### config.mk
export PLATFORM = sky130hd
export DESIGN_NAME = json_structure_checker_top
export DESIGN_NICKNAME = d
export VERILOG_FILES = /design/src/design/jsc_pkg.sv /design/src/design/jsc_stack_mem.sv /design/src/design/jsc_ctrl.sv /design/src/design/jsc_out_buf.sv /design/src/design/json_structure_checker_top.sv
export SDC_FILE = /design/constraint.sdc
export NUM_CORES = 1
export LEC_CHECK = 0
export ABC_CLOCK_PERIOD_IN_PS = 7800
export CAP_MARGIN = 25
export CORE_ASPECT_RATIO = 1.5
export CORE_UTILIZATION = 43
export CTS_BUF_LIST = sky130_fd_sc_hd__clkbuf_4 sky130_fd_sc_hd__clkbuf_8 sky130_fd_sc_hd__clkbuf_16
export DETAILED_ROUTE_END_ITERATION = 8
export DONT_BUFFER_PORTS = 1
export GPL_TIMING_DRIVEN = 0
export PLACE_DENSITY_LB_ADDON = 0.1
export SLEW_MARGIN = 20
export SYNTH_ARGS = -nofsm -noshare
export SYNTH_HDL_FRONTEND = slang
export SYNTH_SLANG_ARGS = --single-unit
### constraint.sdc
create_clock -name clk -period 7.8 [get_ports clk]
set_input_delay 1.56 -clock clk [delete_from_list [all_inputs] [get_ports clk]]
set_output_delay 1.56 -clock clk [all_outputs]
set_load 0.01 [all_outputs]
### src/design/jsc_pkg.sv
// ----------------------------------------------------------------------------
// jsc_pkg
// Shared codes and constants for the JSON structure checker: status codes,
// context codes, the significant text characters and default sizes.
// ----------------------------------------------------------------------------
package jsc_pkg;

	localparam int DEFAULT_STACK_DEPTH = 64;
	localparam int STATUS_W = 5;
	localparam int CTX_W = 3;

	typedef enum logic [STATUS_W-1:0] {
		ST_NONE        = 5'd0,
		ST_SPACE       = 5'd1,
		ST_ESCAPE      = 5'd2,
		ST_OBJ_BEGIN   = 5'd3,
		ST_OBJ_END     = 5'd4,
		ST_KEY_BEGIN   = 5'd5,
		ST_KEY_END     = 5'd6,
		ST_VALUE_BEGIN = 5'd7,
		ST_VALUE_END   = 5'd8,
		ST_ARR_BEGIN   = 5'd9,
		ST_ARR_END     = 5'd10,
		ST_ELEM_SEP    = 5'd11,
		ST_STR_BEGIN   = 5'd12,
		ST_STR_END     = 5'd13,
		ST_ERR_OBJ     = 5'd14,
		ST_ERR_ARR     = 5'd15,
		ST_ERR_KEY     = 5'd16,
		ST_ERR_VALUE   = 5'd17,
		ST_ERR_OTHER   = 5'd18
	} status_t;

	typedef enum logic [CTX_W-1:0] {
		CX_OBJ   = 3'd0,
		CX_KEY   = 3'd1,
		CX_VALUE = 3'd2,
		CX_ARR   = 3'd3,
		CX_STR   = 3'd4,
		CX_ESC   = 3'd5,
		CX_NONE  = 3'd7
	} ctx_t;

	localparam logic [7:0] CH_BSLASH = 8'h5C;
	localparam logic [7:0] CH_QUOTE  = 8'h22;
	localparam logic [7:0] CH_LBRACE = 8'h7B;
	localparam logic [7:0] CH_RBRACE = 8'h7D;
	localparam logic [7:0] CH_LBRACK = 8'h5B;
	localparam logic [7:0] CH_RBRACK = 8'h5D;
	localparam logic [7:0] CH_COLON  = 8'h3A;
	localparam logic [7:0] CH_COMMA  = 8'h2C;
	localparam logic [7:0] CH_SPACE  = 8'h20;

	function automatic logic is_error(input status_t st);
		return (st == ST_ERR_OBJ) || (st == ST_ERR_ARR) || (st == ST_ERR_KEY) ||
			(st == ST_ERR_VALUE) || (st == ST_ERR_OTHER);
	endfunction

endpackage

### src/design/jsc_stack_mem.sv
// ----------------------------------------------------------------------------
// jsc_stack_mem
// Context stack storage: one write port, two read ports, registered read data.
// ----------------------------------------------------------------------------
module jsc_stack_mem #(
	parameter int STACK_DEPTH = jsc_pkg::DEFAULT_STACK_DEPTH,
	parameter int AW = (STACK_DEPTH > 1) ? $clog2(STACK_DEPTH) : 1
) (
	input  logic                     clk,
	input  logic                     we,
	input  logic [AW-1:0]            waddr,
	input  logic [jsc_pkg::CTX_W-1:0] wdata,
	input  logic [AW-1:0]            raddr_a,
	input  logic [AW-1:0]            raddr_b,
	output logic [jsc_pkg::CTX_W-1:0] rdata_a,
	output logic [jsc_pkg::CTX_W-1:0] rdata_b
);

	logic [jsc_pkg::CTX_W-1:0] mem [STACK_DEPTH];

	always_ff @(posedge clk) begin
		if (we) begin
			mem[waddr] <= wdata;
		end
		rdata_a <= mem[raddr_a];
		rdata_b <= mem[raddr_b];
	end

endmodule

### src/design/jsc_ctrl.sv
// ----------------------------------------------------------------------------
// jsc_ctrl
// Per-byte context update: caches the top two stack entries, pushes into the
// stack memory and refills the cache from the memory's read ports on pops.
// ----------------------------------------------------------------------------
module jsc_ctrl #(
	parameter int STACK_DEPTH = jsc_pkg::DEFAULT_STACK_DEPTH,
	parameter int AW = (STACK_DEPTH > 1) ? $clog2(STACK_DEPTH) : 1,
	parameter int SPW = $clog2(STACK_DEPTH + 1)
) (
	input  logic                        clk,
	input  logic                        arst_n,
	input  logic                        fire,
	input  logic [7:0]                  text_byte,
	output logic [jsc_pkg::STATUS_W-1:0] res_status,
	output logic [SPW-1:0]              res_depth,
	output logic                        res_complete,
	output logic                        mem_we,
	output logic [AW-1:0]               mem_waddr,
	output logic [jsc_pkg::CTX_W-1:0]    mem_wdata,
	output logic [AW-1:0]               mem_raddr_a,
	output logic [AW-1:0]               mem_raddr_b,
	input  logic [jsc_pkg::CTX_W-1:0]    mem_rdata_a,
	input  logic [jsc_pkg::CTX_W-1:0]    mem_rdata_b
);

	typedef enum logic [1:0] {OP_NOP, OP_PUSH, OP_POP1, OP_POP2} op_t;

	jsc_pkg::status_t last_q;
	logic [SPW-1:0]   sp_q;
	jsc_pkg::ctx_t    top_q;
	jsc_pkg::ctx_t    sec_q;

	jsc_pkg::ctx_t    top_c;
	jsc_pkg::ctx_t    under_c;
	jsc_pkg::ctx_t    rd_a;
	jsc_pkg::ctx_t    rd_b;
	jsc_pkg::ctx_t    push_cx;
	jsc_pkg::status_t push_st;
	jsc_pkg::status_t st_n;
	logic             space_c;
	logic             full_c;
	op_t              op;
	logic [SPW-1:0]   sp_n;
	logic [SPW-1:0]   sp_nx;
	logic [SPW:0]     addr_a;
	logic [SPW:0]     addr_b;

	assign rd_a = jsc_pkg::ctx_t'(mem_rdata_a);
	assign rd_b = jsc_pkg::ctx_t'(mem_rdata_b);

	always_comb begin
		top_c = (sp_q == '0) ? jsc_pkg::CX_NONE : top_q;
		under_c = (sp_q < SPW'(2)) ? jsc_pkg::CX_NONE : sec_q;
		full_c = (sp_q == SPW'(STACK_DEPTH));
		op = OP_NOP;
		push_cx = jsc_pkg::CX_OBJ;
		push_st = jsc_pkg::ST_NONE;
		st_n = last_q;
		space_c = 1'b0;

		if (jsc_pkg::is_error(last_q)) begin
			st_n = last_q;
		end else if (top_c == jsc_pkg::CX_ESC) begin
			op = OP_POP1;
			st_n = jsc_pkg::ST_NONE;
		end else if (top_c == jsc_pkg::CX_STR && text_byte != jsc_pkg::CH_QUOTE) begin
			if (text_byte == jsc_pkg::CH_BSLASH) begin
				op = OP_PUSH;
				push_cx = jsc_pkg::CX_ESC;
				push_st = jsc_pkg::ST_ESCAPE;
			end else begin
				st_n = jsc_pkg::ST_NONE;
			end
		end else begin
			case (text_byte)
				jsc_pkg::CH_SPACE: begin
					space_c = 1'b1;
				end
				jsc_pkg::CH_BSLASH: begin
					op = OP_PUSH;
					push_cx = jsc_pkg::CX_ESC;
					push_st = jsc_pkg::ST_ESCAPE;
				end
				jsc_pkg::CH_LBRACE: begin
					if (last_q == jsc_pkg::ST_KEY_BEGIN) begin
						st_n = jsc_pkg::ST_ERR_KEY;
					end else begin
						op = OP_PUSH;
						push_cx = jsc_pkg::CX_OBJ;
						push_st = jsc_pkg::ST_OBJ_BEGIN;
					end
				end
				jsc_pkg::CH_RBRACE: begin
					if (top_c == jsc_pkg::CX_VALUE) begin
						if (under_c == jsc_pkg::CX_OBJ) begin
							op = OP_POP2;
							st_n = jsc_pkg::ST_OBJ_END;
						end else begin
							op = OP_POP1;
							st_n = jsc_pkg::ST_ERR_OBJ;
						end
					end else if (top_c == jsc_pkg::CX_OBJ) begin
						op = OP_POP1;
						st_n = jsc_pkg::ST_OBJ_END;
					end else begin
						st_n = jsc_pkg::ST_ERR_OBJ;
					end
				end
				jsc_pkg::CH_LBRACK: begin
					if (last_q == jsc_pkg::ST_KEY_BEGIN) begin
						st_n = jsc_pkg::ST_ERR_KEY;
					end else begin
						op = OP_PUSH;
						push_cx = jsc_pkg::CX_ARR;
						push_st = jsc_pkg::ST_ARR_BEGIN;
					end
				end
				jsc_pkg::CH_RBRACK: begin
					if (top_c == jsc_pkg::CX_ARR) begin
						op = OP_POP1;
						st_n = jsc_pkg::ST_ARR_END;
					end else begin
						st_n = jsc_pkg::ST_ERR_ARR;
					end
				end
				jsc_pkg::CH_QUOTE: begin
					if (top_c == jsc_pkg::CX_KEY) begin
						op = OP_POP1;
						st_n = jsc_pkg::ST_KEY_END;
					end else if (last_q == jsc_pkg::ST_OBJ_BEGIN ||
						last_q == jsc_pkg::ST_VALUE_END) begin
						op = OP_PUSH;
						push_cx = jsc_pkg::CX_KEY;
						push_st = jsc_pkg::ST_KEY_BEGIN;
					end else if (top_c == jsc_pkg::CX_STR) begin
						op = OP_POP1;
						st_n = jsc_pkg::ST_STR_END;
					end else begin
						op = OP_PUSH;
						push_cx = jsc_pkg::CX_STR;
						push_st = jsc_pkg::ST_STR_BEGIN;
					end
				end
				jsc_pkg::CH_COLON: begin
					if (last_q == jsc_pkg::ST_KEY_BEGIN) begin
						st_n = jsc_pkg::ST_ERR_KEY;
					end else begin
						op = OP_PUSH;
						push_cx = jsc_pkg::CX_VALUE;
						push_st = jsc_pkg::ST_VALUE_BEGIN;
					end
				end
				jsc_pkg::CH_COMMA: begin
					if (top_c == jsc_pkg::CX_VALUE) begin
						op = OP_POP1;
						st_n = jsc_pkg::ST_VALUE_END;
					end else if (top_c == jsc_pkg::CX_ARR) begin
						st_n = jsc_pkg::ST_ELEM_SEP;
					end else begin
						st_n = jsc_pkg::ST_ERR_VALUE;
					end
				end
				default: begin
					st_n = jsc_pkg::ST_NONE;
				end
			endcase
		end

		if (op == OP_PUSH) begin
			if (full_c) begin
				op = OP_NOP;
				st_n = jsc_pkg::ST_ERR_OTHER;
			end else begin
				st_n = push_st;
			end
		end

		case (op)
			OP_PUSH: sp_n = sp_q + SPW'(1);
			OP_POP1: sp_n = sp_q - SPW'(1);
			OP_POP2: sp_n = sp_q - SPW'(2);
			default: sp_n = sp_q;
		endcase
	end

	assign sp_nx = fire ? sp_n : sp_q;
	assign addr_a = {1'b0, sp_nx} - (SPW + 1)'(3);
	assign addr_b = {1'b0, sp_nx} - (SPW + 1)'(4);

	assign mem_we = fire && (op == OP_PUSH);
	assign mem_waddr = sp_q[AW-1:0];
	assign mem_wdata = push_cx;
	assign mem_raddr_a = addr_a[AW-1:0];
	assign mem_raddr_b = addr_b[AW-1:0];

	assign res_status = space_c ? jsc_pkg::ST_SPACE : st_n;
	assign res_depth = sp_n;
	assign res_complete = (sp_n == '0);

	always_ff @(posedge clk or negedge arst_n) begin
		if (!arst_n) begin
			last_q <= jsc_pkg::ST_NONE;
			sp_q <= '0;
		end else if (fire) begin
			last_q <= st_n;
			sp_q <= sp_n;
		end
	end

	always_ff @(posedge clk) begin
		if (fire) begin
			case (op)
				OP_PUSH: begin
					top_q <= push_cx;
					sec_q <= top_q;
				end
				OP_POP1: begin
					top_q <= sec_q;
					sec_q <= rd_a;
				end
				OP_POP2: begin
					top_q <= rd_a;
					sec_q <= rd_b;
				end
				default: begin
					top_q <= top_q;
					sec_q <= sec_q;
				end
			endcase
		end
	end

	a_sp_bound: assert property (@(posedge clk) disable iff (!arst_n)
		sp_q <= SPW'(STACK_DEPTH))
		else $error("stack pointer beyond depth");

	a_err_sticky: assert property (@(posedge clk) disable iff (!arst_n)
		fire && jsc_pkg::is_error(last_q) |=> last_q == $past(last_q) && $stable(sp_q))
		else $error("error status not held");

	a_idle_hold: assert property (@(posedge clk) disable iff (!arst_n)
		!fire |=> $stable(sp_q) && $stable(last_q))
		else $error("state moved without a beat");

	a_full_err: assert property (@(posedge clk) disable iff (!arst_n)
		fire && full_c && op == OP_NOP && st_n == jsc_pkg::ST_ERR_OTHER |=>
		sp_q == SPW'(STACK_DEPTH))
		else $error("push onto full stack changed depth");

endmodule

### src/design/jsc_out_buf.sv
// ----------------------------------------------------------------------------
// jsc_out_buf
// Result register with a skid stage; the input side stalls only when both
// stages hold a beat.
// ----------------------------------------------------------------------------
module jsc_out_buf #(
	parameter int W = 8
) (
	input  logic         clk,
	input  logic         arst_n,
	input  logic         in_fire,
	input  logic [W-1:0] in_data,
	output logic         in_full,
	output logic         out_valid,
	input  logic         out_stall,
	output logic [W-1:0] out_data
);

	logic         out_valid_q;
	logic         skid_valid_q;
	logic [W-1:0] out_data_q;
	logic [W-1:0] skid_data_q;
	logic         take;

	assign take = out_valid_q && !out_stall;
	assign in_full = skid_valid_q;
	assign out_valid = out_valid_q;
	assign out_data = out_data_q;

	always_ff @(posedge clk or negedge arst_n) begin
		if (!arst_n) begin
			out_valid_q <= 1'b0;
			skid_valid_q <= 1'b0;
		end else if (skid_valid_q) begin
			if (take) begin
				skid_valid_q <= 1'b0;
			end
		end else if (in_fire) begin
			if (out_valid_q && !take) begin
				skid_valid_q <= 1'b1;
			end
			out_valid_q <= 1'b1;
		end else if (take) begin
			out_valid_q <= 1'b0;
		end
	end

	always_ff @(posedge clk) begin
		if (skid_valid_q) begin
			if (take) begin
				out_data_q <= skid_data_q;
			end
		end else if (in_fire) begin
			if (out_valid_q && !take) begin
				skid_data_q <= in_data;
			end else begin
				out_data_q <= in_data;
			end
		end
	end

	a_skid_order: assert property (@(posedge clk) disable iff (!arst_n)
		skid_valid_q |-> out_valid_q)
		else $error("skid holds a beat ahead of the output register");

	a_no_fire_full: assert property (@(posedge clk) disable iff (!arst_n)
		skid_valid_q |-> !in_fire)
		else $error("beat accepted while buffer full");

	a_skid_move: assert property (@(posedge clk) disable iff (!arst_n)
		skid_valid_q && take |=> out_valid_q && !skid_valid_q &&
		out_data_q == $past(skid_data_q))
		else $error("skid beat not moved to output");

endmodule

### src/design/json_structure_checker_top.sv
// ----------------------------------------------------------------------------
// json_structure_checker_top
// Checks the open/close structure of a JSON byte stream against a context
// stack and reports a status code, nesting depth and completion per byte.
//
//   channel  | handshake                      | payload
//   ---------+--------------------------------+-----------------------------
//   byte     | byte_valid / byte_stall        | text_byte[7:0]
//   result   | result_valid / result_stall    | status_code[4:0],
//            |                                | nesting_depth, document_complete
//
// One byte per cycle while byte_stall is low; each result is registered.
// The top two contexts sit in registers, the rest in a registered-read memory
// whose read ports prefetch the two entries below them every cycle.
// Reset clears status and depth; stack contents need no clearing.
// byte_stall rises only when the output register and its skid stage are full.
// ----------------------------------------------------------------------------
module json_structure_checker_top #(
	parameter int STACK_DEPTH = jsc_pkg::DEFAULT_STACK_DEPTH,
	parameter int SPW = $clog2(STACK_DEPTH + 1)
) (
	input  logic                        clk,
	input  logic                        arst_n,
	input  logic                        byte_valid,
	output logic                        byte_stall,
	input  logic [7:0]                  text_byte,
	output logic                        result_valid,
	input  logic                        result_stall,
	output logic [jsc_pkg::STATUS_W-1:0] status_code,
	output logic [SPW-1:0]              nesting_depth,
	output logic                        document_complete
);

	localparam int AW = (STACK_DEPTH > 1) ? $clog2(STACK_DEPTH) : 1;
	localparam int RW = jsc_pkg::STATUS_W + SPW + 1;

	logic                         fire;
	logic                         buf_full;
	logic [jsc_pkg::STATUS_W-1:0] res_status;
	logic [SPW-1:0]               res_depth;
	logic                         res_complete;
	logic                         mem_we;
	logic [AW-1:0]                mem_waddr;
	logic [jsc_pkg::CTX_W-1:0]    mem_wdata;
	logic [AW-1:0]                mem_raddr_a;
	logic [AW-1:0]                mem_raddr_b;
	logic [jsc_pkg::CTX_W-1:0]    mem_rdata_a;
	logic [jsc_pkg::CTX_W-1:0]    mem_rdata_b;
	logic [RW-1:0]                res_data;
	logic [RW-1:0]                out_data;

	assign byte_stall = buf_full;
	assign fire = byte_valid && !buf_full;
	assign res_data = {res_status, res_depth, res_complete};
	assign {status_code, nesting_depth, document_complete} = out_data;

	jsc_stack_mem #(
		.STACK_DEPTH(STACK_DEPTH),
		.AW(AW)
	) u_mem (
		.clk(clk),
		.we(mem_we),
		.waddr(mem_waddr),
		.wdata(mem_wdata),
		.raddr_a(mem_raddr_a),
		.raddr_b(mem_raddr_b),
		.rdata_a(mem_rdata_a),
		.rdata_b(mem_rdata_b)
	);

	jsc_ctrl #(
		.STACK_DEPTH(STACK_DEPTH),
		.AW(AW),
		.SPW(SPW)
	) u_ctrl (
		.clk(clk),
		.arst_n(arst_n),
		.fire(fire),
		.text_byte(text_byte),
		.res_status(res_status),
		.res_depth(res_depth),
		.res_complete(res_complete),
		.mem_we(mem_we),
		.mem_waddr(mem_waddr),
		.mem_wdata(mem_wdata),
		.mem_raddr_a(mem_raddr_a),
		.mem_raddr_b(mem_raddr_b),
		.mem_rdata_a(mem_rdata_a),
		.mem_rdata_b(mem_rdata_b)
	);

	jsc_out_buf #(
		.W(RW)
	) u_out (
		.clk(clk),
		.arst_n(arst_n),
		.in_fire(fire),
		.in_data(res_data),
		.in_full(buf_full),
		.out_valid(result_valid),
		.out_stall(result_stall),
		.out_data(out_data)
	);

endmodule
Word level (Yosys, flattened, before mapping)
Memories as Yosys holds them, arrays and structs flattened. A register that Yosys moved wholly into a read port is not among the register bits.
Index checks and enable logic that the tools add are counted.
- register bits after elaboration: 46
- bits in writable memories: 192
- input port bits: 12
- output and inout bits: 15
- logic and storage cells: 149
- memories kept: 1
- add/sub/neg operators: 5
- magnitude comparators: 1
- equal/unequal tests: 30
- multiplexer cells: 77
- bitwise logic cells: 1
- reduce and logical (&&, ||, !) cells: 26
- memories (memory ; depth ; bits a word ; rd ports ; clocked after memory_dff ; wr ports ; line ; text):
    u_mem.mem ; 64 ; 3 ; 2 ; 2 ; 1 ; jsc_stack_mem.sv:19 ; logic [jsc_pkg::CTX_W-1:0] mem [STACK_DEPTH];
- operators with widths (operator ; number):
    two-way mux 5 bit ; 19
    two-way mux 13 bit ; 4
    == test 8 x 7 -> 1 bit (second input constant) ; 5
    two-way mux 3 bit ; 11
    == test 8 x 6 -> 1 bit (second input constant) ; 4
    two-way mux 2 bit ; 16
    one-hot mux 5 bit (6 select lines) ; 1
    one-hot mux 5 bit (5 select lines) ; 1
    one-hot mux 7 bit (3 select lines) ; 1
    one-hot mux 3 bit (3 select lines) ; 2
    two-way mux 4 bit ; 4
    == test 5 x 4 -> 1 bit (second input constant) ; 3
    == test 5 bit (second input constant) ; 3
    two-way mux 1 bit ; 15
    logical NOT 7 bit ; 2
    one-hot mux 2 bit (6 select lines) ; 1
    one-hot mux 3 bit (4 select lines) ; 1
    != test 8 x 6 -> 1 bit (second input constant) ; 1
    adder 7 x 1 -> 7 bit (second input constant) ; 1
    == test 7 bit (second input constant) ; 1
    less-than comparator 7 x 2 -> 1 bit (second input constant) ; 1
    two-way mux 7 bit ; 1
    subtractor 7 x 1 -> 7 bit (second input constant) ; 1
    subtractor 7 x 2 -> 7 bit (second input constant) ; 1
    22 further kinds ; 40

Longest topological paths before layout
Gate-level depths: netlist (run 1).
- depth after elaboration: 18
- mapped depth: 28
- mapped depth without buffers: 22

Cells and area by module
From an unflattened synthesis (run 1), not the netlist that was laid out.
- cell total of the unflattened synthesis: 938
- area, all modules: 13071.3 µm²
- modules (own cells, without submodules) (module ; times used ; cells each ; area an instance (µm²) ; seq. area each (µm²)):
    jsc_stack_mem ; 1 ; 543 ; 9454.1 ; 5885.6
    jsc_ctrl ; 1 ; 341 ; 2521.2 ; 480.5
    jsc_out_buf ; 1 ; 53 ; 1082.3 ; 830.8
    json_structure_checker_top ; 1 ; 1 ; 13.8 ; 0.0

Worst setup path after synthesis (run 1)
OpenSTA, ideal clock, no wires.
- kind: in2reg
- start: input port text_byte[4]
- end: register u_mem.rdata_a[0] (netlist name) (read register of u_mem.mem)
- setup time: 0.132 ns
- arrival time: 6.791 ns
- data required time: 7.668 ns
- path slack: 0.878 ns
- cell stages on the path: 24
- path buffers: 6
- path through: nor4b_4 and4b_1 buf_2 a311oi_2 a21oi_1 inv_1 a31oi_1 inv_1 ha_1 fa_1 a221oi_2 or2_1 buf_2 inv_4 buf_6 buf_2 ha_1 buf_2 buf_1 mux4_2 and3_1 a211o_1 a31oi_1 mux2i_1
- longest elaborated chain between the ends: 12
- elaborated cells on any way between the ends: 25
- classes of those cells: add/sub: 1; eq/ne: 13; mux: 9; reduce/logical: 2
- RTL lines (element ; line ; text):
    start: declaration ; json_structure_checker_top.sv:26 ; input logic [7:0] text_byte,
    == test 8 x 7 -> 1 bit or == test 8 x 6 -> 1 bit (tied branches) ; jsc_ctrl.sv:76 ; case (text_byte)
    OR reduction 3 bit (no source line) ; n/a ;
    one-hot mux 2 bit (6 select lines) ; jsc_ctrl.sv:76 ;
    two-way mux 2 bit * ; jsc_ctrl.sv:67 ; end else if (top_c == jsc_pkg::CX_STR && text_byte != jsc_pkg::CH_QUOTE) begin
    two-way mux 2 bit * ; jsc_ctrl.sv:64 ; end else if (top_c == jsc_pkg::CX_ESC) begin
    two-way mux 2 bit * ; jsc_ctrl.sv:62 ; if (jsc_pkg::is_error(last_q)) begin
    == test 2 x 1 -> 1 bit or two-way mux 2 bit (tied branches) ; jsc_ctrl.sv:170, jsc_ctrl.sv:171 ;
    two-way mux 2 bit * ; jsc_ctrl.sv:170 ; if (op == OP_PUSH) begin
    == test 2 bit or == test 2 x 1 -> 1 bit (tied branches) ; jsc_ctrl.sv:179 ; case (op)
    one-hot mux 7 bit (3 select lines) * ; jsc_ctrl.sv:179 ;
    two-way mux 7 bit * ; n/a ;
    subtractor 6 x 2 -> 6 bit * ; jsc_ctrl.sv:188 ; assign addr_a = {1'b0, sp_nx} - (SPW + 1)'(3);
    end: declaration ; jsc_stack_mem.sv:15 ; output logic [jsc_pkg::CTX_W-1:0] rdata_a,
Mark *: on every way between the ends. The rest lies on a longest branch, timed or not.
A chain may end at the register's enable or synchronous reset.

Worst setup path after layout (run 1)
Ends and elaborated chain as after synthesis.

==> results of run 1 <==
==> repair_timing <==
action | in CTS | in global routing
buffers inserted | 0 | 1
pin swaps | 0 | 1
resized for setup | 8 | 8
gates cloned | 0 | 0
endpoints found under the setup margin | 3 | 3
==> layer usage <==
| layer | share of wire [%] | vias to the layer above | wire (um) | track usage, % |
|---|---|---|---|---|
| met5 | 0 | - | 0 | 0 |
| met1 | 35 | 6097 | 19000 | 34.2 |
| met3 | 6.9 | 210 | 3770 | 3.96 |
| met4 | 7.1 | 0 | 3860 | 21.4 |
| met2 | 51 | 738 | 28000 | 57.6 |
| li1 | - | 5338 | - | - |
==> layout make-up <==
class | instances | area [um^2]
clock inverter | 17 | 215
fill | 3044 | 17300
multi-input combinational | 903 | 6750
sequential | 244 | 7200
timing repair buffer | 10 | 140
tap | 420 | 526
inverter | 23 | 93.8
clock buffer | 28 | 648
buffer | 115 | 597
==> cell families after synthesis <==
logic type | synth area share, %
XOR/XNOR | 0.660
adder cells (fa/ha/maj) | 1.51
AND/OR/NAND/NOR | 11.6
multiplexers | 10.7
AO/OA/AOI/OAI | 21.6
buffers and inverters | 4.63
flip-flops | 49.3
==> cells in the mapped netlist (6+ instances only) <==
cell       instances  area (um^2)
and3_1            25          156
a21oi_1           33          165
mux4_2            40          901
o21ai_1            7         35.0
xnor2_1            8         70.1
edfxtp_1         224         6730
dfrtp_1           14          350
mux4_1             8          210
nand3_1           36          180
inv_1             20         75.1
nand4_1           21          131
o311a_1            9         90.1
o31ai_1            8         60.1
o211ai_1          13         97.6
a22o_1             6         52.6
a31oi_1           10         62.6
o21ai_0           40          200
o221ai_1          20          175
o22ai_1          181         1130
mux2_2             9          101
clkbuf_1          65          244
a211oi_1          49          368
nand3b_1           9         67.6
nand2_1           62          233
nor3_1            20          100
buf_1              8         30.0
ha_1              16          200
nand2b_1           9         56.3
o2111ai_1          7         61.3
buf_2             27          135
mux2i_1           35          350
a22oi_1           11         82.6
nor2_1           108          405
a211o_1           14          123
dfxtp_1            6          120
buf_6              6         67.6
==> critical path: stages <==
cell and delay, ps:
nor4b_4 410, and4b_1 240, buf_2 190, a311oi_2 200, a21oi_2 290, inv_1 100, a31oi_1 300, inv_1 110
ha_1 320, fa_1 510, a221oi_2 310, or2_1 140, buf_2 210, inv_4 100, buf_6 180, buf_2 230
ha_1 410, clkbuf_4 340, buf_2 410, mux4_1 390, nand3_1 110, a22oi_1 120, o21ba_1 200, a31oi_1 300
mux2i_1 140
==> path summary, 6_finish.rpt <==
kind / startpoint / to / slack (ps)
max in group asynchronous: arst_n / u_ctrl.sp_q[5] / 7020
worst max-delay path: text_byte[4] / u_mem.rdata_a[0] / 370
worst max register to register: u_ctrl.sp_q[1] / u_mem.rdata_a[0] / 410
min in group asynchronous: arst_n / u_ctrl.last_q[0] / 690
worst min register to register: u_mem.rdata_b[1] / u_ctrl.sec_q[1] / 520
worst min-delay path: u_mem.rdata_b[1] / u_ctrl.sec_q[1] / 520
==> power groups by stage <==
stage,clock network [uW],logic (uW),registers [uW]
2_1_floorplan,0,1960,1650
3_3_place_gp,0,2960,1670
3_5_place_dp,0,2970,1670
4_1_cts,1300,2980,1650
5_1_grt,1340,3190,1660
6_report,1280,3070,1650
==> sequential cells by signal, indices dropped and copies added (netlist names) <==
signal             cells
u_out.out_valid        1
u_mem.rdata_b          3
u_ctrl.sp_q            7
u_ctrl.last_q          5
u_mem.rdata_a          3
u_mem.mem            192
u_out.in_full          1
u_out.skid_data_q     13
u_ctrl.top_q           3
u_ctrl.sec_q           3
u_out.out_data        13
==> metrics by stage <==
stage | utilization (%) | setup WS, ps
detailed placement | 45.7 | -1200
floorplan | - | 878
global route | 48.3 | 41.4
global placement | 45.2 | -2070
finish | 48.3 | 368
CTS | 48.3 | 77.7
==> out/summary.txt, run 1 <==
routed length per placed instance = 31.1 um
worst hold stages = 2
failing checks = design-rule violations
I/O pins = 27
clock tree sinks = 244
Ys Warns = 0
Worst setup SP type = primary input
fin crit period = 7430 ps
vias in the first global route = 12164
via count = 12383
first-pass GRT wire length = 79.2 mm
sequential fraction of design power = 27.5%
CP endpoint kind = register
clk_lat worst skew = 560 ps
H-tree depth = 1
synth unique cells = 89
Hold/Removal Path Class = register to register
DR DRC count = 5
Yosys reg bits = 244
area of the core = 0.0334 mm^2
port bufs = 0
Syn Inst Count = 1285
Gate power share = 51.1%
accumulated negative setup slack = 0 ps
Die Wd = 152 um
CTS Buffer Depth = 3
Reg2Reg Depth = 25
global route overflow = 0
Avg Cell Area, Syn = 11.4 um^2
WS Path Type = primary input to register
Worst Path Arrival = 7850 ps
gr usage total = 31.5%
Primary FF master, synth = edfxtp_1
status = finished with violations
vias per std cell = 7.04
Clock transition at path regs = 70 ps
Seq/Total Area, Yosys = 49.3%
Worst Skew = 22.9 ps
Ant. Diodes = 0
largest net degree at the start of global routing = 33
Synth Cell Area = 0.0146 mm^2
RSZ-0062 raised after global routing = false
Non-Filler Instances = 1760
Num CTS Buffers = 25
drt first pass iters = 8
fmax = 135 MHz
total wire length = 54.7 mm
Starting Density = 43.6%
nets = 1351
clock power share = 21.4%
Min Hold Slack = 518 ps
Area Overhead vs Synth = 10.8%
final cycle utilization of the critical path = 95.3%
MaxCap Viol Count = 0
Max VDD drop = 190 uV
post-placement cell area = 0.0153 mm^2
post-synth net total = 1314
Crit path required time = 8220 ps
cell area after layout = 0.0162 mm^2
die footprint = 0.0347 mm^2
asr flop ratio synth = 5.74%
DIE HEIGHT = 228 um
Post-synth EDFFs = 224
Fin. Hold Viols = 0
Inst Count DP = 1714
Setup-failing EPs final = 0
slew margin rel. = 40.9%
Sw Share = 44.1%
Pint = 3350 uW
top fanout value on the critical path = 11
CTS root buf = clkbuf_16
Post-DRT Antenna Nets = 0
Power Dens Cells = 371 mW/mm^2
Detail Placement HPWL = 40.0 mm
Psw = 2650 uW
Rows = 82
Pwr Total = 6000 uW
LEAKAGE = 0.00570 uW
placer congestion estimate = 0.997
CTS tree = built
initial antenna violation count = 0
hold buffer count at CTS = 0
DR iter-0 viols = 1530
commonest non-fill, non-tap cell in the layout = edfxtp_1
share of cells above drive strength 1 = 13.0%
max-slew violations = 0
most frequent cells in the layout = edfxtp_1 (224), o22ai_1 (181), nor2_1 (106)
Worst-Margin Slew = 880 ps
(Power assumes the default switching activity.)
==> run 2: changes to the inputs <==
--- a/config.mk
+++ b/config.mk
@@ -5,7 +5,7 @@
 export SDC_FILE = /design/constraint.sdc
 export NUM_CORES = 1
 export LEC_CHECK = 0
-export ABC_CLOCK_PERIOD_IN_PS = 7800
+export ABC_CLOCK_PERIOD_IN_PS = 7300
 export CAP_MARGIN = 25
 export CORE_ASPECT_RATIO = 1.5
 export CORE_UTILIZATION = 43
==> constraint.sdc (replaced) <==
create_clock -name clk -period 7.3 [get_ports clk]
set_input_delay 1.46 -clock clk [delete_from_list [all_inputs] [get_ports clk]]
set_output_delay 1.46 -clock clk [all_outputs]
set_load 0.01 [all_outputs]
==> out/summary.txt, run 2 (synthesized netlist as in run 1, its figures left out) <==
grt peak-use layer = met2 (unchanged)
max incr delay on CP = 610 ps (was 510 ps)
met2 Usage GRT = 57.5% (was 57.6%)
Psw = 2840 uW (was 2650 uW)
Num CTS Buffers = 25 (unchanged)
WS Path Type = primary input to register (unchanged)
most frequent cells in the layout = edfxtp_1 (224), o22ai_1 (181), nor2_1 (106) (unchanged)
clock power share = 21.3% (was 21.4%)
hold endpoint = u_ctrl.sec_q[1] (unchanged)
Clock transition at path regs = 70 ps (about the same)
area of the core = 0.0334 mm^2 (unchanged)
final cycle utilization of the critical path = 96.3%
DR iter-0 viols = 1371 (was 1530)
drt first pass iters = 8 (unchanged)
first-pass GRT wire length = 79.3 mm (was 79.2 mm)
Rows = 82 (unchanged)
initial antenna violation count = 0 (unchanged)
cell area after layout = 0.0162 mm^2 (about the same)
Die Wd = 152 um (unchanged)
global route overflow = 0 (unchanged)
accumulated negative setup slack = 0 ps (unchanged)
Power Dens Cells = 397 mW/mm^2 (was 371 mW/mm^2)
Detail Placement HPWL = 40.0 mm (unchanged)
routed length per placed instance = 31.1 um (about the same)
max FFs per register = 192 (unchanged)
# fillers = 3043 (was 3044)
grt met3 use = 3.92% (was 3.96%)
slowest CP cell = clkbuf_1 (was fa_1)
Gate power share = 51.4% (was 51.1%)
Max VDD drop = 207 uV (was 190 uV)
Setup-failing EPs final = 0 (unchanged)
die footprint = 0.0347 mm^2 (unchanged)
CTS tree = built (unchanged)
post-placement cell area = 0.0153 mm^2 (unchanged)
HP Start = u_mem.rdata_b[1] (unchanged)
DR DRC count = 5 (unchanged)
total wire length = 54.8 mm (was 54.7 mm)
fmax = 142 MHz
nets = 1354 (was 1351)
R2R setup slack = 430 ps (was 410 ps)
most frequent cell on the critical path = clkbuf_1 (was buf_2)
Fin. Hold Viols = 0 (unchanged)
Worst-Margin Slew = 912 ps (was 880 ps)
met1 Track Usage GR = 34.3% (was 34.2%)
vias per std cell = 7.06 (was 7.04)
RR Startpoint = u_ctrl.sp_q[1] (unchanged)
Crit path required time = 7700 ps (was 8220 ps)
CP Buf/Inv Count = 7 (was 9)
failing checks = design-rule violations (unchanged)
commonest non-fill, non-tap cell in the layout = edfxtp_1 (unchanged)
Reg2Reg Depth = 21 (was 25)
critical-path cell list = nor4b_4 -> and4b_1 -> buf_2 -> a311oi_2 -> buf_4 -> a21oi_2 -> inv_1 -> a31oi_2 -> inv_1 -> ha_2 -> fa_1 -> xnor2_1 -> o211ai_1 -> nand2_1 -> clkbuf_1 -> clkbuf_1 -> ha_1 -> clkbuf_1 -> o21ai_0 -> o2111ai_1 -> nand4_1
Ant. Diodes = 0 (unchanged)
vias in the first global route = 12169 (was 12164)
Worst Path Arrival = 7430 ps (was 7850 ps)
MaxCap Viol Count = 0 (unchanged)
via count = 12451 (was 12383)
Most flops, register = u_mem.mem (unchanged)
Starting Density = 43.6% (unchanged)
CTS Buffer Depth = 3 (unchanged)
CP endpoint kind = register (unchanged)
sequential fraction of design power = 27.3% (was 27.5%)
Top delay family on crit path = buffers and inverters (unchanged)
fin crit period = 7030 ps
top fanout value on the critical path = 10 (was 11)
Pint = 3600 uW (was 3350 uW)
FF-to-FF End = u_mem.rdata_b[2] (was u_mem.rdata_a[0])
max-slew violations = 0 (unchanged)
clk_lat worst skew = 560 ps (about the same)
Worst Skew = 23.8 ps (was 22.9 ps)
placer congestion estimate = 0.997 (unchanged)
Area Overhead vs Synth = 11.2% (was 10.8%)
Hold/Removal Path Class = register to register (unchanged)
Post-DRT Antenna Nets = 0 (unchanged)
hold buffer count at CTS = 0 (unchanged)
gr usage total = 31.5% (about the same)
DIE HEIGHT = 228 um (unchanged)
slew margin rel. = 38.7% (was 40.9%)
status = finished with violations (unchanged)
Worst setup SP type = primary input (unchanged)
clock tree sinks = 244 (unchanged)
I/O pins = 27 (unchanged)
H-tree depth = 1 (unchanged)
CTS root buf = clkbuf_16 (unchanged)
largest net degree at the start of global routing = 33 (unchanged)
share of cells above drive strength 1 = 13.5% (was 13.0%)
Sw Share = 44.1% (about the same)
Pwr Total = 6440 uW (was 6000 uW)
port bufs = 0 (unchanged)
worst hold stages = 2 (unchanged)
LEAKAGE = 0.00572 uW (was 0.00570 uW)
run 2: worst min-delay path, cell delays in order (launching register included):
cell	delay [ps]
dfxtp_1	320
a22oi_1	60
nand2_1	50
run 2: timing repair:
action / CTS / global route
resized for setup: 13 / 10
buffers inserted: 1 / 3
pin swaps: 1 / 2
endpoints found under the setup margin: 3 / 6
run 2: power by group through the flow:
stage / Combinational, uW / Sequential (uW) / Clock [uW]
final: 3310 / 1760 / 1370
after floorplan: 2100 / 1760 / 0
after global routing: 3440 / 1770 / 1430
after CTS: 3200 / 1760 / 1390
after global placement: 3160 / 1790 / 0
after detailed placement: 3170 / 1790 / 0
run 2: worst max-delay path by stage:
stage,start,end,slack [ps],cells past startpoint
floorplan,text_byte[4],u_mem.rdata_a[0],480,24
global placement,text_byte[4],u_mem.mem[44][1],-2470,5
detailed placement,text_byte[4],u_mem.rdata_a[0],-1600,23
CTS,text_byte[4],u_mem.rdata_a[0],30,24
global route,text_byte[6],u_mem.rdata_a[1],-30,28
finish,text_byte[6],u_mem.rdata_b[2],270,21
run 2: area by class of cell:
type	count	area [um^2]	share of cell area (%)
sequential	244	7200	44.4
multi-input combinational	903	6770	41.7
clock buffer	28	648	3.99
buffer	115	614	3.79
tap	420	526	3.24
clock inverter	17	215	1.33
timing repair buffer	13	163	1.00
inverter	23	93.8	0.578
run 2: routing by layer:
metal | vias to the layer above | part of all wire, %
met3 | 222 | 6.9
met2 | 709 | 51
met1 | 6167 | 35
met4 | 0 | 7.2
li1 | 5353 | -
met5 | - | 0
run 2: per-stage QoR:
step	setup WS (ps)	util (%)	hold slack, ps	instances
floorplan	478	-	487	1285
global placement	-2470	45.2	498	1705
detailed placement	-1600	45.7	504	1714
CTS	26.9	48.4	519	1760
global route	-25.7	48.5	544	1763
finish	270	48.5	519	1763
==> run 3: changes to the inputs <==
--- a/config.mk
+++ b/config.mk
@@ -5,6 +5,7 @@
 export SDC_FILE = /design/constraint.sdc
 export NUM_CORES = 1
 export LEC_CHECK = 0
+export ABC_AREA = 1
 export ABC_CLOCK_PERIOD_IN_PS = 7300
 export CAP_MARGIN = 25
 export CORE_ASPECT_RATIO = 1.5
@@ -17,4 +18,5 @@
 export SLEW_MARGIN = 20
 export SYNTH_ARGS = -nofsm -noshare
 export SYNTH_HDL_FRONTEND = slang
+export SYNTH_HIERARCHICAL = 1
 export SYNTH_SLANG_ARGS = --single-unit
==> out/summary.txt, run 3 <==
adder and majority cell fraction of the synthesized area = 1.23% (was 1.51%)
initial antenna violation count = 0 (unchanged)
die footprint = 0.0329 mm^2 (was 0.0347 mm^2)
share of the synthesized area in the top cell type = 48.6% (was 46.1%)
synth unique cells = 47 (was 89)
Starting Density = 43.6% (about the same)
Worst-Margin Slew = 982 ps (was 912 ps)
Ant. Diodes = 0 (unchanged)
post-synth net total = 1721 (was 1314)
DR iter-0 viols = 1107 (was 1371)
gr usage total = 31.5% (about the same)
Post-DRT Antenna Nets = 0 (unchanged)
Worst Path Arrival = 6850 ps (was 7430 ps)
fmax = 156 MHz (was 142 MHz)
CTS Buffer Depth = 3 (unchanged)
Commonest cells post-synth = nand2_1 (650), nand3_1 (368), edfxtp_1 (224) (was edfxtp_1 (224), o22ai_1 (181), nor2_1 (108))
via count = 12329 (was 12451)
M1 wire length = 18.2 mm (was 19.1 mm)
simple-gate area share of the yosys netlist = 36.7% (was 11.6%)
Non-Filler Instances = 2162 (was 1763)
slew margin rel. = 34.0% (was 38.7%)
Area Overhead vs Synth = 11.0% (was 11.2%)
Setup-failing EPs final = 0 (unchanged)
nets = 1760 (was 1354)
largest net degree at the start of global routing = 27 (was 33)
Synth Cell Area = 0.0138 mm^2 (was 0.0146 mm^2)
vias per std cell = 5.70 (was 7.06)
Rows = 80 (was 82)
accumulated negative setup slack = 0 ps (unchanged)
mux cell area share after synthesis = 0% (was 10.7%)
Clock transition at path regs = 60 ps (was 70 ps)
Seq/Total Area, Yosys = 52.0% (was 49.3%)
placer congestion estimate = 1.01 (was 0.997)
combinational family with the most area after synthesis = simple AND/OR/NAND/NOR gates (was compound AO/OA/AOI/OAI gates)
Synth Area in Compound Gates = 2.60% (was 21.6%)
drt first pass iters = 5 (was 8)
Post-synth EDFFs = 224 (unchanged)
first-pass GRT wire length = 75.5 mm (was 79.3 mm)
Min Hold Slack = 519 ps (about the same)
MaxCap Viol Count = 0 (unchanged)
worst setup margin = 872 ps (was 270 ps)
H-tree depth = 1 (unchanged)
Num CTS Buffers = 25 (unchanged)
clk_lat worst skew = 550 ps (was 560 ps)
Avg Cell Area, Syn = 8.16 um^2 (was 11.4 um^2)
most frequent cell after synthesis = nand2_1 (was edfxtp_1)
share of cells above drive strength 1 = 9.30% (was 13.5%)
Pwr Total = 7550 uW (was 6440 uW)
met3 routed WL = 3.18 mm (was 3.80 mm)
Primary FF master, synth = edfxtp_1 (unchanged)
setup bufs post-CTS = 0 (was 1)
pre-CTS WS = 394 ps (was -1600 ps)
Power Dens Cells = 492 mW/mm^2 (was 397 mW/mm^2)
LEAKAGE = 0.00640 uW (was 0.00572 uW)
max-slew violations = 0 (unchanged)
global route overflow = 0 (unchanged)
DIE HEIGHT = 222 um (was 228 um)
Die Wd = 149 um (was 152 um)
commonest non-fill, non-tap cell in the layout = nand2_1 (was edfxtp_1)
most frequent cells in the layout = nand2_1 (650), nand3_1 (368), edfxtp_1 (224) (was edfxtp_1 (224), o22ai_1 (181), nor2_1 (106))
Hold/Removal Path Class = register to register (unchanged)
DR DRC count = 0 (was 5)
Max VDD drop = 278 uV (was 207 uV)
Top Metal Used = met4 (unchanged)
Worst Skew = 13.3 ps (was 23.8 ps)
ranking of synthesized cells by area = edfxtp_1 (49%), nand2_1 (18%), nand3_1 (13%) (was edfxtp_1 (46%), o22ai_1 (7.8%), mux4_2 (6.2%))
WS Path Type = primary input to register (unchanged)
CP endpoint kind = register (unchanged)
fin crit period = 6430 ps (was 7030 ps)
asr flop ratio synth = 5.74% (unchanged)
CTS tree = built (unchanged)
top fanout value on the critical path = 11 (was 10)
Crit path required time = 7720 ps (was 7700 ps)
CTS root buf = clkbuf_16 (unchanged)
I/O pins = 27 (unchanged)
status = complete, no violations (was finished with violations)
area leader, netlist = edfxtp_1 (unchanged)
total wire length = 50.9 mm (was 54.8 mm)
final cycle utilization of the critical path = 88.1% (was 96.3%)
routed wl met2 = 26.0 mm (was 27.9 mm)
hold buffer count at CTS = 0 (unchanged)
Ys Warns = 6 (was 0)
routed length per placed instance = 23.5 um (was 31.1 um)
XOR/XNOR Fraction of Synth Area = 0.443% (was 0.660%)
vias in the first global route = 12298 (was 12169)
max FFs per register = 192 (unchanged)
Inst Count DP = 2117 (was 1714)
Yosys reg bits = 244 (unchanged)
Worst setup SP type = primary input (unchanged)
Fin. Hold Viols = 0 (unchanged)
# fillers = 3128 (was 3043)
Detail Placement HPWL = 37.2 mm (was 40.0 mm)
Most flops, register = u_mem/mem (was u_mem.mem)
RSZ-0062 raised after global routing = false
clock tree sinks = 244 (unchanged)
PostCTS Resize Cnt = 0 (was 13)
area of the core = 0.0317 mm^2 (was 0.0334 mm^2)
Syn Inst Count = 1696 (was 1285)
port bufs = 0 (unchanged)
-- run 3: worst paths after layout --
path | start | endpoint | slack [ps] | depth (start not counted)
min in group asynchronous | arst_n | u_ctrl/last_q[3] | 610 | 0
hold / removal | u_out/skid_data_q[5] | u_out/out_data[5] | 520 | 2
setup reg to reg | u_ctrl/sp_q[3] | u_mem/rdata_a[0] | 1070 | 31
setup / recovery | text_byte[0] | u_mem/rdata_a[0] | 870 | 28
max in group asynchronous | arst_n | u_out/in_full | 6610 | 0
hold reg to reg | u_out/skid_data_q[5] | u_out/out_data[5] | 520 | 2
-- run 3: cell families (layout without fill, tap and decap cells) --
| logic type | after synthesis | after routing |
|---|---|---|
| AOI/OAI and AO/OA | 58 | 58 |
| xor gates and xnor gates | 7 | 7 |
| adders and majority gates | 13 | 13 |
| buffers and inverters | 191 | 247 |
| DFF | 244 | 244 |
| and+or+nand+nor | 1183 | 1183 |
-- run 3: critical path, cell delays in order --
cell      delay [ps]
inv_1             30
nand2_1           70
inv_1             40
nand4_1          100
clkinv_1         250
nor2_8           290
inv_6            100
o21bai_4         310
a21oi_4           70
o21ai_0          170
ha_1             490
inv_1            190
fa_1             510
o22ai_1           70
nand2_1           90
nand2_1          110
o21ai_0          290
inv_1            180
ha_1             360
inv_2             70
clkbuf_1         710
nand3_1          160
nand3_1          120
nand2_1          180
nand2_1          120
nand3_1           70
nand3_1          120
nand2_1           90
-- run 3: through the flow --
step	utilization, %	instance area (um^2)
final	48.4	15400
after detailed placement	45.9	14600
after CTS	48.4	15400
after global placement	45.2	14400
after global routing	48.4	15400
after floorplan	-	13800
-- run 3: power by group --
group | switching (uW) | internal, uW | total (uW) | leakage (uW)
registers | 107 | 1680 | 1790 | 0.00234
logic | 3260 | 1230 | 4490 | 0.00368
clock network | 574 | 702 | 1280 | 0.000379
-- run 3: area by class of cell --
type	instances	area (um^2)	area share, %
inverters	95	373	2.43
clock buffers	25	626	4.07
multi-input cells	1261	5710	37.2
repair buffers	12	176	1.15
clock inverters	19	173	1.12
plain buffers	96	602	3.92
well taps	410	513	3.34
flip-flops and latches	244	7200	46.8
-- run 3: routing by layer --
layer,GRT usage [%],vias up
met5,0,-
met1,34.9,5785
met4,21.2,0
met3,4.18,175
li1,-,5784
met2,55.6,585
